**src/pds_pkg.sv**
```systemverilog
// Shared types, codes and helpers for the publish due scheduler.
`timescale 1ns / 1ps

package pds_pkg;

  localparam int TIME_BITS = 32;

  typedef logic [TIME_BITS-1:0] tstamp_t;

  localparam tstamp_t TIME_MSB = tstamp_t'(1) << (TIME_BITS - 1);

  localparam logic [31:0] RETRY_RESET = 32'd5000;
  localparam logic [31:0] STATE_INT_RESET = 32'd60000;
  localparam logic [31:0] TELEM_INT_RESET = 32'd10000;

  typedef enum logic [2:0] {
    CMD_QUERY       = 3'd0,
    CMD_CONNECT     = 3'd1,
    CMD_DISCONNECT  = 3'd2,
    CMD_STATE_CHG   = 3'd3,
    CMD_AVAIL_TRY   = 3'd4,
    CMD_STATE_TRY   = 3'd5,
    CMD_TELEM_TRY   = 3'd6
  } cmd_t;

  typedef enum logic [1:0] {
    REG_RETRY     = 2'd0,
    REG_STATE_INT = 2'd1,
    REG_TELEM_INT = 2'd2
  } reg_idx_t;

  typedef struct packed {
    logic [31:0] retry_delay_ms;
    logic [31:0] state_interval_ms;
    logic [31:0] telem_period_ms;
  } cfg_t;

  typedef struct packed {
    logic [2:0]  command;
    logic [31:0] now_ms;
    logic        success;
  } item_t;

  typedef struct packed {
    logic availability_due;
    logic state_due;
    logic telemetry_due;
  } result_t;

  // Fit a 32-bit value into the time width, zero extending or truncating.
  function automatic tstamp_t to_time(input logic [31:0] v);
    logic [63:0] w;
    w = 64'(v);
    return w[TIME_BITS-1:0];
  endfunction

  // A due time of now + d is reached at now exactly when d is zero or above half range.
  function automatic logic offset_reached(input tstamp_t d);
    return (d == '0) || (d > TIME_MSB);
  endfunction

endpackage

```
**src/publish_due_scheduler.sv**
```systemverilog
// Top level of the publish due scheduler: input register, config bank, core and result register.
// An accepted item is held in the input register until the core applies it, and its
// result is loaded into the result register, from which the result item is offered.
// Throughput: one item per cycle; the input register hands over as soon as the
// result register is empty or being taken, so state updates once per item.
// Reset: synchronous active-low rst_n clears the link, pending and sent flags and
// the due times, and loads the interval registers with their default values.
`timescale 1ns / 1ps

module publish_due_scheduler (
  input  logic        clk,
  input  logic        rst_n,
  input  logic        in_tvalid,
  output logic        in_tready,
  input  logic [39:0] in_tdata,   // [31:0] now_ms, [32] success, [39:33] zero
  input  logic [2:0]  in_tuser,   // [2:0] command
  output logic        out_tvalid,
  input  logic        out_tready,
  output logic [7:0]  out_tdata,  // [0] availability_due, [1] state_due,
                                  // [2] telemetry_due, [7:3] zero
  input  logic        cfg_valid,
  output logic        cfg_ready,
  input  logic [1:0]  cfg_index,
  input  logic [31:0] cfg_data
);

  pds_pkg::cfg_t    cfg;
  pds_pkg::item_t   item_r;
  pds_pkg::result_t res;
  pds_pkg::result_t res_r;
  logic             item_valid_r;
  logic             out_valid_r;
  logic             advance;
  logic             in_take;

  assign advance   = item_valid_r && (!out_valid_r || out_tready);
  assign in_tready = !item_valid_r || advance;
  assign in_take   = in_tvalid && in_tready;

  pds_cfg_regs u_cfg (
    .clk       (clk),
    .rst_n     (rst_n),
    .cfg_valid (cfg_valid),
    .cfg_ready (cfg_ready),
    .cfg_index (cfg_index),
    .cfg_data  (cfg_data),
    .cfg       (cfg)
  );

  pds_core u_core (
    .clk   (clk),
    .rst_n (rst_n),
    .apply (advance),
    .item  (item_r),
    .cfg   (cfg),
    .res   (res)
  );

  always_ff @(posedge clk) begin
    if (!rst_n) begin
      item_valid_r <= 1'b0;
    end else if (in_take) begin
      item_valid_r <= 1'b1;
    end else if (advance) begin
      item_valid_r <= 1'b0;
    end
  end

  always_ff @(posedge clk) begin
    if (in_take) begin
      item_r.command <= in_tuser;
      item_r.now_ms  <= in_tdata[31:0];
      item_r.success <= in_tdata[32];
    end
  end

  always_ff @(posedge clk) begin
    if (!rst_n) begin
      out_valid_r <= 1'b0;
    end else if (advance) begin
      out_valid_r <= 1'b1;
    end else if (out_tready) begin
      out_valid_r <= 1'b0;
    end
  end

  always_ff @(posedge clk) begin
    if (advance) begin
      res_r <= res;
    end
  end

  assign out_tvalid = out_valid_r;
  assign out_tdata  = {5'b0, res_r.telemetry_due, res_r.state_due, res_r.availability_due};

  a_adv_fills_out: assert property (@(posedge clk) disable iff (!rst_n)
    advance |=> out_valid_r)
    else $error("result register not loaded after handover");

  a_item_held: assert property (@(posedge clk) disable iff (!rst_n)
    (item_valid_r && !advance) |=> (item_valid_r && $stable(item_r)))
    else $error("pending item lost while output stalled");

  a_no_take_when_full: assert property (@(posedge clk) disable iff (!rst_n)
    (item_valid_r && out_valid_r && !out_tready) |-> !in_tready)
    else $error("input accepted while both stages are blocked");

endmodule

```
**src/pds_cfg_regs.sv**
```systemverilog
// Configuration register bank for the publish due scheduler.
`timescale 1ns / 1ps

module pds_cfg_regs (
  input  logic             clk,
  input  logic             rst_n,
  input  logic             cfg_valid,
  output logic             cfg_ready,
  input  logic [1:0]       cfg_index,
  input  logic [31:0]      cfg_data,
  output pds_pkg::cfg_t    cfg
);

  pds_pkg::cfg_t cfg_r;
  pds_pkg::cfg_t cfg_nxt;

  assign cfg_ready = 1'b1;
  assign cfg = cfg_r;

  always_comb begin
    cfg_nxt = cfg_r;
    if (cfg_valid) begin
      unique case (cfg_index)
        pds_pkg::REG_RETRY:     cfg_nxt.retry_delay_ms = cfg_data;
        pds_pkg::REG_STATE_INT: cfg_nxt.state_interval_ms = cfg_data;
        pds_pkg::REG_TELEM_INT: cfg_nxt.telem_period_ms = cfg_data;
        default:                cfg_nxt = cfg_r;
      endcase
    end
  end

  always_ff @(posedge clk) begin
    if (!rst_n) begin
      cfg_r.retry_delay_ms    <= pds_pkg::RETRY_RESET;
      cfg_r.state_interval_ms <= pds_pkg::STATE_INT_RESET;
      cfg_r.telem_period_ms   <= pds_pkg::TELEM_INT_RESET;
    end else begin
      cfg_r <= cfg_nxt;
    end
  end

endmodule

```
**src/pds_core.sv**
```systemverilog
// Schedule state, event update and due flag evaluation.
`timescale 1ns / 1ps

module pds_core (
  input  logic               clk,
  input  logic               rst_n,
  input  logic               apply,
  input  pds_pkg::item_t     item,
  input  pds_pkg::cfg_t      cfg,
  output pds_pkg::result_t   res
);

  logic             link_up_r, link_up_nxt;
  logic             avail_pend_r, avail_pend_nxt;
  logic             state_pend_r, state_pend_nxt;
  logic             sent_once_r, sent_once_nxt;
  pds_pkg::tstamp_t avail_due_r, avail_due_nxt;
  pds_pkg::tstamp_t state_due_r, state_due_nxt;
  pds_pkg::tstamp_t last_state_r, last_state_nxt;
  pds_pkg::tstamp_t telem_due_r, telem_due_nxt;

  pds_pkg::tstamp_t now;
  pds_pkg::tstamp_t d_retry;
  pds_pkg::tstamp_t d_telem;
  pds_pkg::tstamp_t sum_retry;
  pds_pkg::tstamp_t sum_telem;
  pds_pkg::tstamp_t diff_avail;
  pds_pkg::tstamp_t diff_state;
  pds_pkg::tstamp_t diff_telem;
  pds_pkg::tstamp_t elapsed;
  logic             a_reach, s_reach, t_reach;
  logic             r_retry, r_telem;
  logic             elapsed_ge;

  assign now        = pds_pkg::to_time(item.now_ms);
  assign d_retry    = pds_pkg::to_time(cfg.retry_delay_ms);
  assign d_telem    = pds_pkg::to_time(cfg.telem_period_ms);
  assign sum_retry  = now + d_retry;
  assign sum_telem  = now + d_telem;
  assign diff_avail = now - avail_due_r;
  assign diff_state = now - state_due_r;
  assign diff_telem = now - telem_due_r;
  assign r_retry    = pds_pkg::offset_reached(d_retry);
  assign r_telem    = pds_pkg::offset_reached(d_telem);

  always_comb begin
    link_up_nxt    = link_up_r;
    avail_pend_nxt = avail_pend_r;
    state_pend_nxt = state_pend_r;
    sent_once_nxt  = sent_once_r;
    avail_due_nxt  = avail_due_r;
    state_due_nxt  = state_due_r;
    last_state_nxt = last_state_r;
    telem_due_nxt  = telem_due_r;
    a_reach        = !diff_avail[pds_pkg::TIME_BITS-1];
    s_reach        = !diff_state[pds_pkg::TIME_BITS-1];
    t_reach        = !diff_telem[pds_pkg::TIME_BITS-1];
    elapsed        = now - last_state_r;
    unique case (item.command)
      pds_pkg::CMD_CONNECT: begin
        link_up_nxt    = 1'b1;
        avail_pend_nxt = 1'b1;
        state_pend_nxt = 1'b1;
        avail_due_nxt  = now;
        state_due_nxt  = now;
        a_reach        = 1'b1;
        s_reach        = 1'b1;
      end
      pds_pkg::CMD_DISCONNECT: begin
        link_up_nxt = 1'b0;
      end
      pds_pkg::CMD_STATE_CHG: begin
        state_pend_nxt = 1'b1;
        state_due_nxt  = now;
        s_reach        = 1'b1;
      end
      pds_pkg::CMD_AVAIL_TRY: begin
        avail_pend_nxt = !item.success;
        if (!item.success) begin
          avail_due_nxt = sum_retry;
          a_reach       = r_retry;
        end
      end
      pds_pkg::CMD_STATE_TRY: begin
        state_pend_nxt = !item.success;
        if (item.success) begin
          sent_once_nxt  = 1'b1;
          last_state_nxt = now;
          elapsed        = '0;
        end else begin
          state_due_nxt = sum_retry;
          s_reach       = r_retry;
        end
      end
      pds_pkg::CMD_TELEM_TRY: begin
        telem_due_nxt = item.success ? sum_telem : sum_retry;
        t_reach       = item.success ? r_telem : r_retry;
      end
      default: begin
        link_up_nxt = link_up_r;
      end
    endcase
  end

  assign elapsed_ge = 64'(elapsed) >= 64'(cfg.state_interval_ms);

  assign res.availability_due = link_up_nxt && avail_pend_nxt && a_reach;
  assign res.state_due        = link_up_nxt &&
                                (state_pend_nxt ? s_reach : (sent_once_nxt && elapsed_ge));
  assign res.telemetry_due    = link_up_nxt && t_reach;

  always_ff @(posedge clk) begin
    if (!rst_n) begin
      link_up_r    <= 1'b0;
      avail_pend_r <= 1'b0;
      state_pend_r <= 1'b0;
      sent_once_r  <= 1'b0;
      avail_due_r  <= '0;
      state_due_r  <= '0;
      last_state_r <= '0;
      telem_due_r  <= '0;
    end else if (apply) begin
      link_up_r    <= link_up_nxt;
      avail_pend_r <= avail_pend_nxt;
      state_pend_r <= state_pend_nxt;
      sent_once_r  <= sent_once_nxt;
      avail_due_r  <= avail_due_nxt;
      state_due_r  <= state_due_nxt;
      last_state_r <= last_state_nxt;
      telem_due_r  <= telem_due_nxt;
    end
  end

  a_flags_need_link: assert property (@(posedge clk) disable iff (!rst_n)
    (res.availability_due || res.state_due || res.telemetry_due) |-> link_up_nxt)
    else $error("due flag raised with link down");

  a_connect_sets: assert property (@(posedge clk) disable iff (!rst_n)
    (apply && item.command == pds_pkg::CMD_CONNECT) |=>
      (link_up_r && avail_pend_r && state_pend_r))
    else $error("connect did not raise link and pending flags");

  a_state_ok: assert property (@(posedge clk) disable iff (!rst_n)
    (apply && item.command == pds_pkg::CMD_STATE_TRY && item.success) |=>
      (sent_once_r && !state_pend_r && last_state_r == $past(now)))
    else $error("successful state publish not recorded");

endmodule
```
**config.mk**
```make
export PLATFORM = sky130hd
export DESIGN_NAME = publish_due_scheduler
export DESIGN_NICKNAME = d
export VERILOG_FILES = /design/src/pds_pkg.sv /design/src/publish_due_scheduler.sv /design/src/pds_cfg_regs.sv /design/src/pds_core.sv
export SDC_FILE = /design/constraint.sdc
export NUM_CORES = 1
export LEC_CHECK = 0
export BUFFER_PORTS_ARGS = -buffer_cell sky130_fd_sc_hd__buf_4
export CAP_MARGIN = 10
export CORE_MARGIN = 2
export CORE_UTILIZATION = 35
export DETAILED_ROUTE_END_ITERATION = 7
export GPL_TIMING_DRIVEN = 0
export SETUP_SLACK_MARGIN = 0.15
export SLEW_MARGIN = 10
export SYNTH_ARGS = -nofsm -noshare
export SYNTH_HDL_FRONTEND = slang
export SYNTH_SLANG_ARGS = --single-unit
```
**constraint.sdc**
```tcl
create_clock -name clk -period 12.2 [get_ports clk]
set_clock_uncertainty 0.2 [all_clocks]
set_input_delay 0 -clock clk [delete_from_list [all_inputs] [get_ports clk]]
set_output_delay 0 -clock clk [all_outputs]
set_load 0.01 [all_outputs]
```
[Word level (Yosys, flattened, before mapping)]
Index checks and enable logic that the tools add are counted.
Word-level totals
  input bits: 82
  logic and storage cells: 92
  output and inout bits: 11
  bits in registers: 269
Cells by class
  $lt $le $gt $ge: 3
  reduce and logical (&&, ||, !) cells: 32
  mux-type cells: 22
  $add $sub $neg: 6
  equality and inequality tests: 10
Operators by type and width (number)
  32-bit 2-to-1 mux: 4
  32-bit one-hot mux with 2 select lines: 2
  32-bit subtractor: 4
  32-bit adder: 2
  32-bit greater-than comparator, second input constant: 2
  32-bit zero test: 2
  32-bit greater-or-equal comparator: 1
  1-bit 2-to-1 mux: 11
  1-bit one-hot mux with 2 select lines: 5
  3-bit equality test, second input constant: 3
  3-bit AND reduction: 3
  2-bit AND reduction: 4
  2-bit nonzero test: 4
  1-bit logical AND: 7
  3-bit by 2-bit equality test with 1-bit output, second input constant: 2
  1-bit zero test: 6
  1-bit logical OR: 4
  2-bit inequality test, second input constant: 2
  3-bit by 1-bit equality test with 1-bit output, second input constant: 1
  2-bit by 1-bit equality test with 1-bit output, second input constant: 1
  2-bit equality test, second input constant: 1
  2-bit zero test: 1
  2-bit OR reduction: 1

[Longest topological paths before layout]
  depth in word-level cells: 7
  gate-level depth with buffers: 23
  depth with buffers taken out: 23

[By module]
A second synthesis with hierarchy kept.
Unflattened totals
  cells, all modules: 2335
  area, all modules: 19067.0 um^2
By module, submodules not included
  pds_core: times used 1, area an instance 14033.5 um^2, seq. area each 2642.5 um^2, cells each 1915
  pds_cfg_regs: times used 1, area an instance 3717.3 um^2, seq. area each 1921.8 um^2, cells each 366
  publish_due_scheduler: times used 1, area an instance 1316.3 um^2, seq. area each 1211.2 um^2, cells each 54

[Worst setup path after synthesis]
No wires, ideal clock.
  path type: reg-to-reg
  start: register item_r[1] (netlist name)
  end: register res_r (netlist bit out_tdata[1]) (data pin)
  clock period less this slack: 4.527 ns
  data required time: 11.738 ns
  data arrival time: 4.065 ns
  buffers on the path: 0
  setup slack: 7.673 ns
  stages on the path, launching flop included: 24
  path through: edfxtp_1 -> inv_1 -> ha_1 -> inv_1 -> fa_1 -> a21o_1 -> a21oi_1 -> o21bai_1 -> a2111oi_0 -> nor3_1 -> a221o_1 -> a31oi_1 -> xor2_1 -> nor2_1 -> ha_1 -> a21oi_1 -> nor2b_1 -> o21ai_0 -> nand2b_1 -> a21oi_1 -> o21ai_0 -> o21ai_0 -> a31oi_1 -> or2_2
RTL lines
  start: declaration: RTL line publish_due_scheduler.sv:28  | pds_pkg::item_t item_r;
  end signal: assignment: RTL line publish_due_scheduler.sv:89  | res_r <= res;
  end: declaration: RTL line publish_due_scheduler.sv:30  | pds_pkg::result_t res_r;

==> impl.org <==
** Timing
- Setup repair after global routing left no endpoint under its margin.
- Setup slack closes at just under 6 ns.
- The worst path uses around 52% of the clock period.
- Static timing analysis puts the maximum clock frequency at around 160 MHz.
- The count of final max-slew check failures came to 0.
- After routing, the total negative slack on setup checks comes to 0 ns.
- Relative max-transition margin :: about 33%
- Post-route minimum period :: approximately 6.4 ns
- Setup violations remaining at the end of the flow were counted as 0.
- At the pin with the least slew margin, the transition time is 0.998 ns.
- The final number of hold-violating endpoints came to 0.

** Synthesis
- Summed over its instances, the top area cell type makes up around 24% of the synthesized netlist area.
- Async SR Flop Fraction :: 0%
- Yosys attributes the largest share of cell area to dfxtp_1 24%, ha_1 14%, nand2_1 7.8%.
- Counting every instance in the synthesized netlist gives 2375.
- Summed over all instances, the cell type with the most area after synthesis is dfxtp_1.
- The synthesized design contains between 200 and 300 register bits.
- Counting flops with a built-in enable in the synthesized netlist gives 39.
- Averaged over all synthesized cells, the footprint is roughly 8 µm².
- In this run the cell area of the synthesized design comes to approximately 19000 µm².
- Synth Warn # :: 0
- In the synthesized netlist the dominant register cell turns out to be dfxtp_1.
- Count of distinct cell types in the synthesized netlist :: between 70 and 80
- Share of synthesized area occupied by flip-flops and latches :: between 30% and 40%

** Clock tree
- After clock tree synthesis, the clock-pin slew on the worst setup and hold paths is ~0.06 ns.
- Post-cts sizing count :: 0
- In this run, CTS created clock tree buffers numbering 34.
- Clock latency at the later pin of the worst-skew pair :: ~0.54 ns
- Total number of H-tree levels :: 2
- Maximum clock insertion buffer count :: 3
- The clock net in this run drives a total of between 200 and 300 sinks.
- Clock tree synthesis selected as its root buffer the cell clkbuf_16.
- TritonCTS built the clock tree.

** Global routing
- The initial antenna violation count came to 2.
- Number of global-route vias before repair :: around 17000
- Global routing consumed, on the met2 layer, between 30% and 40% of the routing resources.
- The first global-routing pass estimated approximately 100000 µm of wire.
- Entering global routing, the biggest net connects 30 pins.
- In the global route stage, met3 resource usage came out at between 3 and 4%.
- Overall Global Routing Usage :: between 20% and 30%
- Grt met1 use :: a little under a third
- Grt peak-use layer :: met2
- Global routing finished with a remaining overflow of 0.

** Floorplanning
- The die is about 240 µm tall.
- Total Die Area :: 56000 µm²
- The region available for standard cell placement spans between 50000 and 60000 µm².
- Measured along the x axis, the die boundary spans around 240 µm.
- After floorplanning, the core was divided into 85 placement rows.
- Initial core utilization :: a little over a third
- Number of top-level design ports :: 93

** Detailed routing
- Once detail routing completed, the nets flagged for antenna violations numbered 0.
- DR pass1 iterations :: 5
- The first routing iteration left 1424 violations.
- WL final :: between 60000 and 70000 µm
- DRC violations left :: 0
- The routed layout has ~18000 vias.
- Using the TritonRoute via totals, the vias-per-cell ratio works out to roughly 5.5.
- After detailed routing, the average wire length per cell comes to 19.5 µm.

** Placed design
- Detailed placement ended at an HPWL of between 50000 and 60000 µm.
- Before CTS, the worst setup slack after placement is roughly 6.1 ns.
- Routability congestion estimate :: between 0.9 and 1
- DP Area :: around 20000 µm²
- Total placed cells including tap cells :: 3154
- The count of buffers added on input and output ports is 78.

** Power
- Standby leakage power :: approximately 0.0096 µW
- Net Switching :: about 740 µW
- In this run, the clock network consumes 40.9% of the power.
- Fraction of power consumed by combinational cells :: 20.0%
- Cell-internal power :: between 1500 and 2000 µW
- Power spread over the standard cell area amounts to between 100 and 150 nW/µm².
- IR analysis of the VDD net gives a maximum drop of ~0.067 mV.
- In this run, flip-flops and latches consume between 30% and 40% of the power.
- Net switching is between 20% and 30% of the power.

** Final layout
- Top library cells by usage in the layout, fill and taps aside :: 396 x nand2_1, 230 x dfxtp_1, 215 x ha_1
- Nets :: a little under 3000
- From synthesis to final layout, the design area changed by 19.8%.
- Final cell area excluding filler cells :: ~23000 µm²
- The post-route netlist has under 10% of its cells at a drive strength greater than 1.
- For this run, the number of standard cells in the final layout without fillers is 3328.
- At the end of the flow the core is filled with cells to a little over two fifths.
- After filler insertion, the fill cell instance count of the layout stands at about 5400.
- The library cell used most frequently in the layout, excluding fill and tap cells, is nand2_1.

** Hold path
- Path type of the worst min-delay path :: input pin to flip-flop

** Critical path
- Top cell family by delay on the critical path :: compound AO/OA/AOI/OAI gates
- Slowest stage cell, crit path :: edfxtp_1
- Ordered list of cells on the worst path :: inv_1, ha_1, inv_1, fa_1, a21o_1, a21oi_1, o21bai_1, a2111oi_0, nor3_1, a221oi_1, o41ai_1, xnor2_1, nor2_1, ha_1, and3_1, nand3_1, nor3_1, o21ai_0, a21oi_1, o21ai_0, a31oi_1, or2_2
- Count of buffering cells on the critical path with inverters included :: 2
- Worst setup SP type :: flip-flop
- Type of element capturing the critical path :: flip-flop
- The critical path in this run is classified as flip-flop to flip-flop.
- Critical path peak fanout :: 6
- Data arrives at the worst endpoint at 6.56 ns.
- Longest individual stage delay on the worst path :: 0.59 ns
- Data required time of the worst path :: 12.39 ns

** Run
- The tool flagged a number of max-cap violations equal to 0.

** Run status
- Status :: complete, no violations
==> per-layer routing <==
metal  share of wire, %  vias up
li1                   -     8887
met1                 45     8739
met2                 45      634
met3                6.2      121
met4                3.8        0
met5                  0        -
==> cell families after synthesis <==
logic type / synth area share, %
fa+ha+maj: 14.5
mux: 0.475
simple gates: 18.1
compound gates: 26.5
other cells: 0.0396
buf+inv: 6.07
xor+xnor: 3.83
flops: 30.5
==> final cells by class <==
type	count	area, µm²	area share [%]
diodes	1	2.50	0.0110
plain buffers	119	470	2.07
clock buffers	53	1050	4.64
clock inverters	7	66.3	0.292
inverters	181	679	2.99
multi-input cells	1810	12100	53.1
flip-flops and latches	269	5780	25.4
well taps	696	871	3.83
repair buffers	192	1740	7.65
==> cell usage after synthesis, types with 4 or more instances <==
cell / instances
clkbuf_1: 103
a21o_1: 100
nor2_1: 103
inv_1: 180
dfxtp_1: 230
o31ai_1: 8
or2_2: 8
edfxtp_1: 39
a21oi_1: 163
a221o_1: 5
o21bai_1: 16
nor3b_1: 4
o211a_1: 47
a211oi_1: 20
ha_1: 215
and4_1: 5
a21boi_0: 117
o22ai_1: 8
nand2_1: 396
o2111ai_1: 4
mux2i_1: 9
o21a_1: 21
nor4_1: 22
o211ai_1: 45
nand2b_1: 23
buf_4: 6
o21ai_0: 113
nor3_1: 28
xor2_1: 38
xnor2_1: 43
o221ai_1: 6
a221oi_1: 7
a31oi_1: 15
nand4_1: 34
and2_1: 11
and3_1: 17
or3_1: 6
nor2b_1: 18
nand3_1: 72
buf_1: 9
==> state kept, by name, summed over array words and instances (netlist names), 3 cells and up <==
register,cells
u_core.last_state_r,32
u_core.state_due_r,32
u_cfg.cfg,96
item_r,36
out_tdata,3
u_core.avail_due_r,32
u_core.telem_due_r,32
==> worst paths after layout <==
| check | to | slack (ns) | depth (start not counted) | from |
|---|---|---|---|---|
| worst min-delay path | u_cfg.cfg[71] | 0.06 | 4 | cfg_data[7] |
| worst min register to register | u_core.state_due_r[21] | 0.26 | 2 | u_core.state_due_r[21] |
| worst max register to register | out_tdata[1] | 5.83 | 22 | item_r[1] |
| worst max-delay path | out_tdata[1] | 5.83 | 22 | item_r[1] |
==> power by group through the flow <==
stage / combinational, µW / sequential [µW] / clock [µW]
4_1_cts: 492 / 975 / 1030
2_1_floorplan: 319 / 972 / 0
3_5_place_dp: 460 / 994 / 0
3_3_place_gp: 448 / 994 / 0
6_report: 498 / 975 / 1020
5_1_grt: 551 / 978 / 1070
==> metrics by stage <==
stage          power [µW]  hold WS (ns)
6_report             2490        0.0613
5_1_grt              2600        0.0615
4_1_cts              2500        0.0404
3_5_place_dp         1450       -0.0207
3_3_place_gp         1440       -0.0206
2_1_floorplan        1290        -0.101
==> tightest hold or removal path, cell delays in order <==
cell and delay [ns]:
dlygate4sd3_1 0.52, buf_4 0.13, nand2_1 0.05, nand3_1 0.07
==> what timing repair did <==
item | CTS | global route
buffers inserted | 0 | 0
hold buffers | 113 | 0
endpoints found under the hold margin | 153 | 0
(Power assumes the default switching activity.)
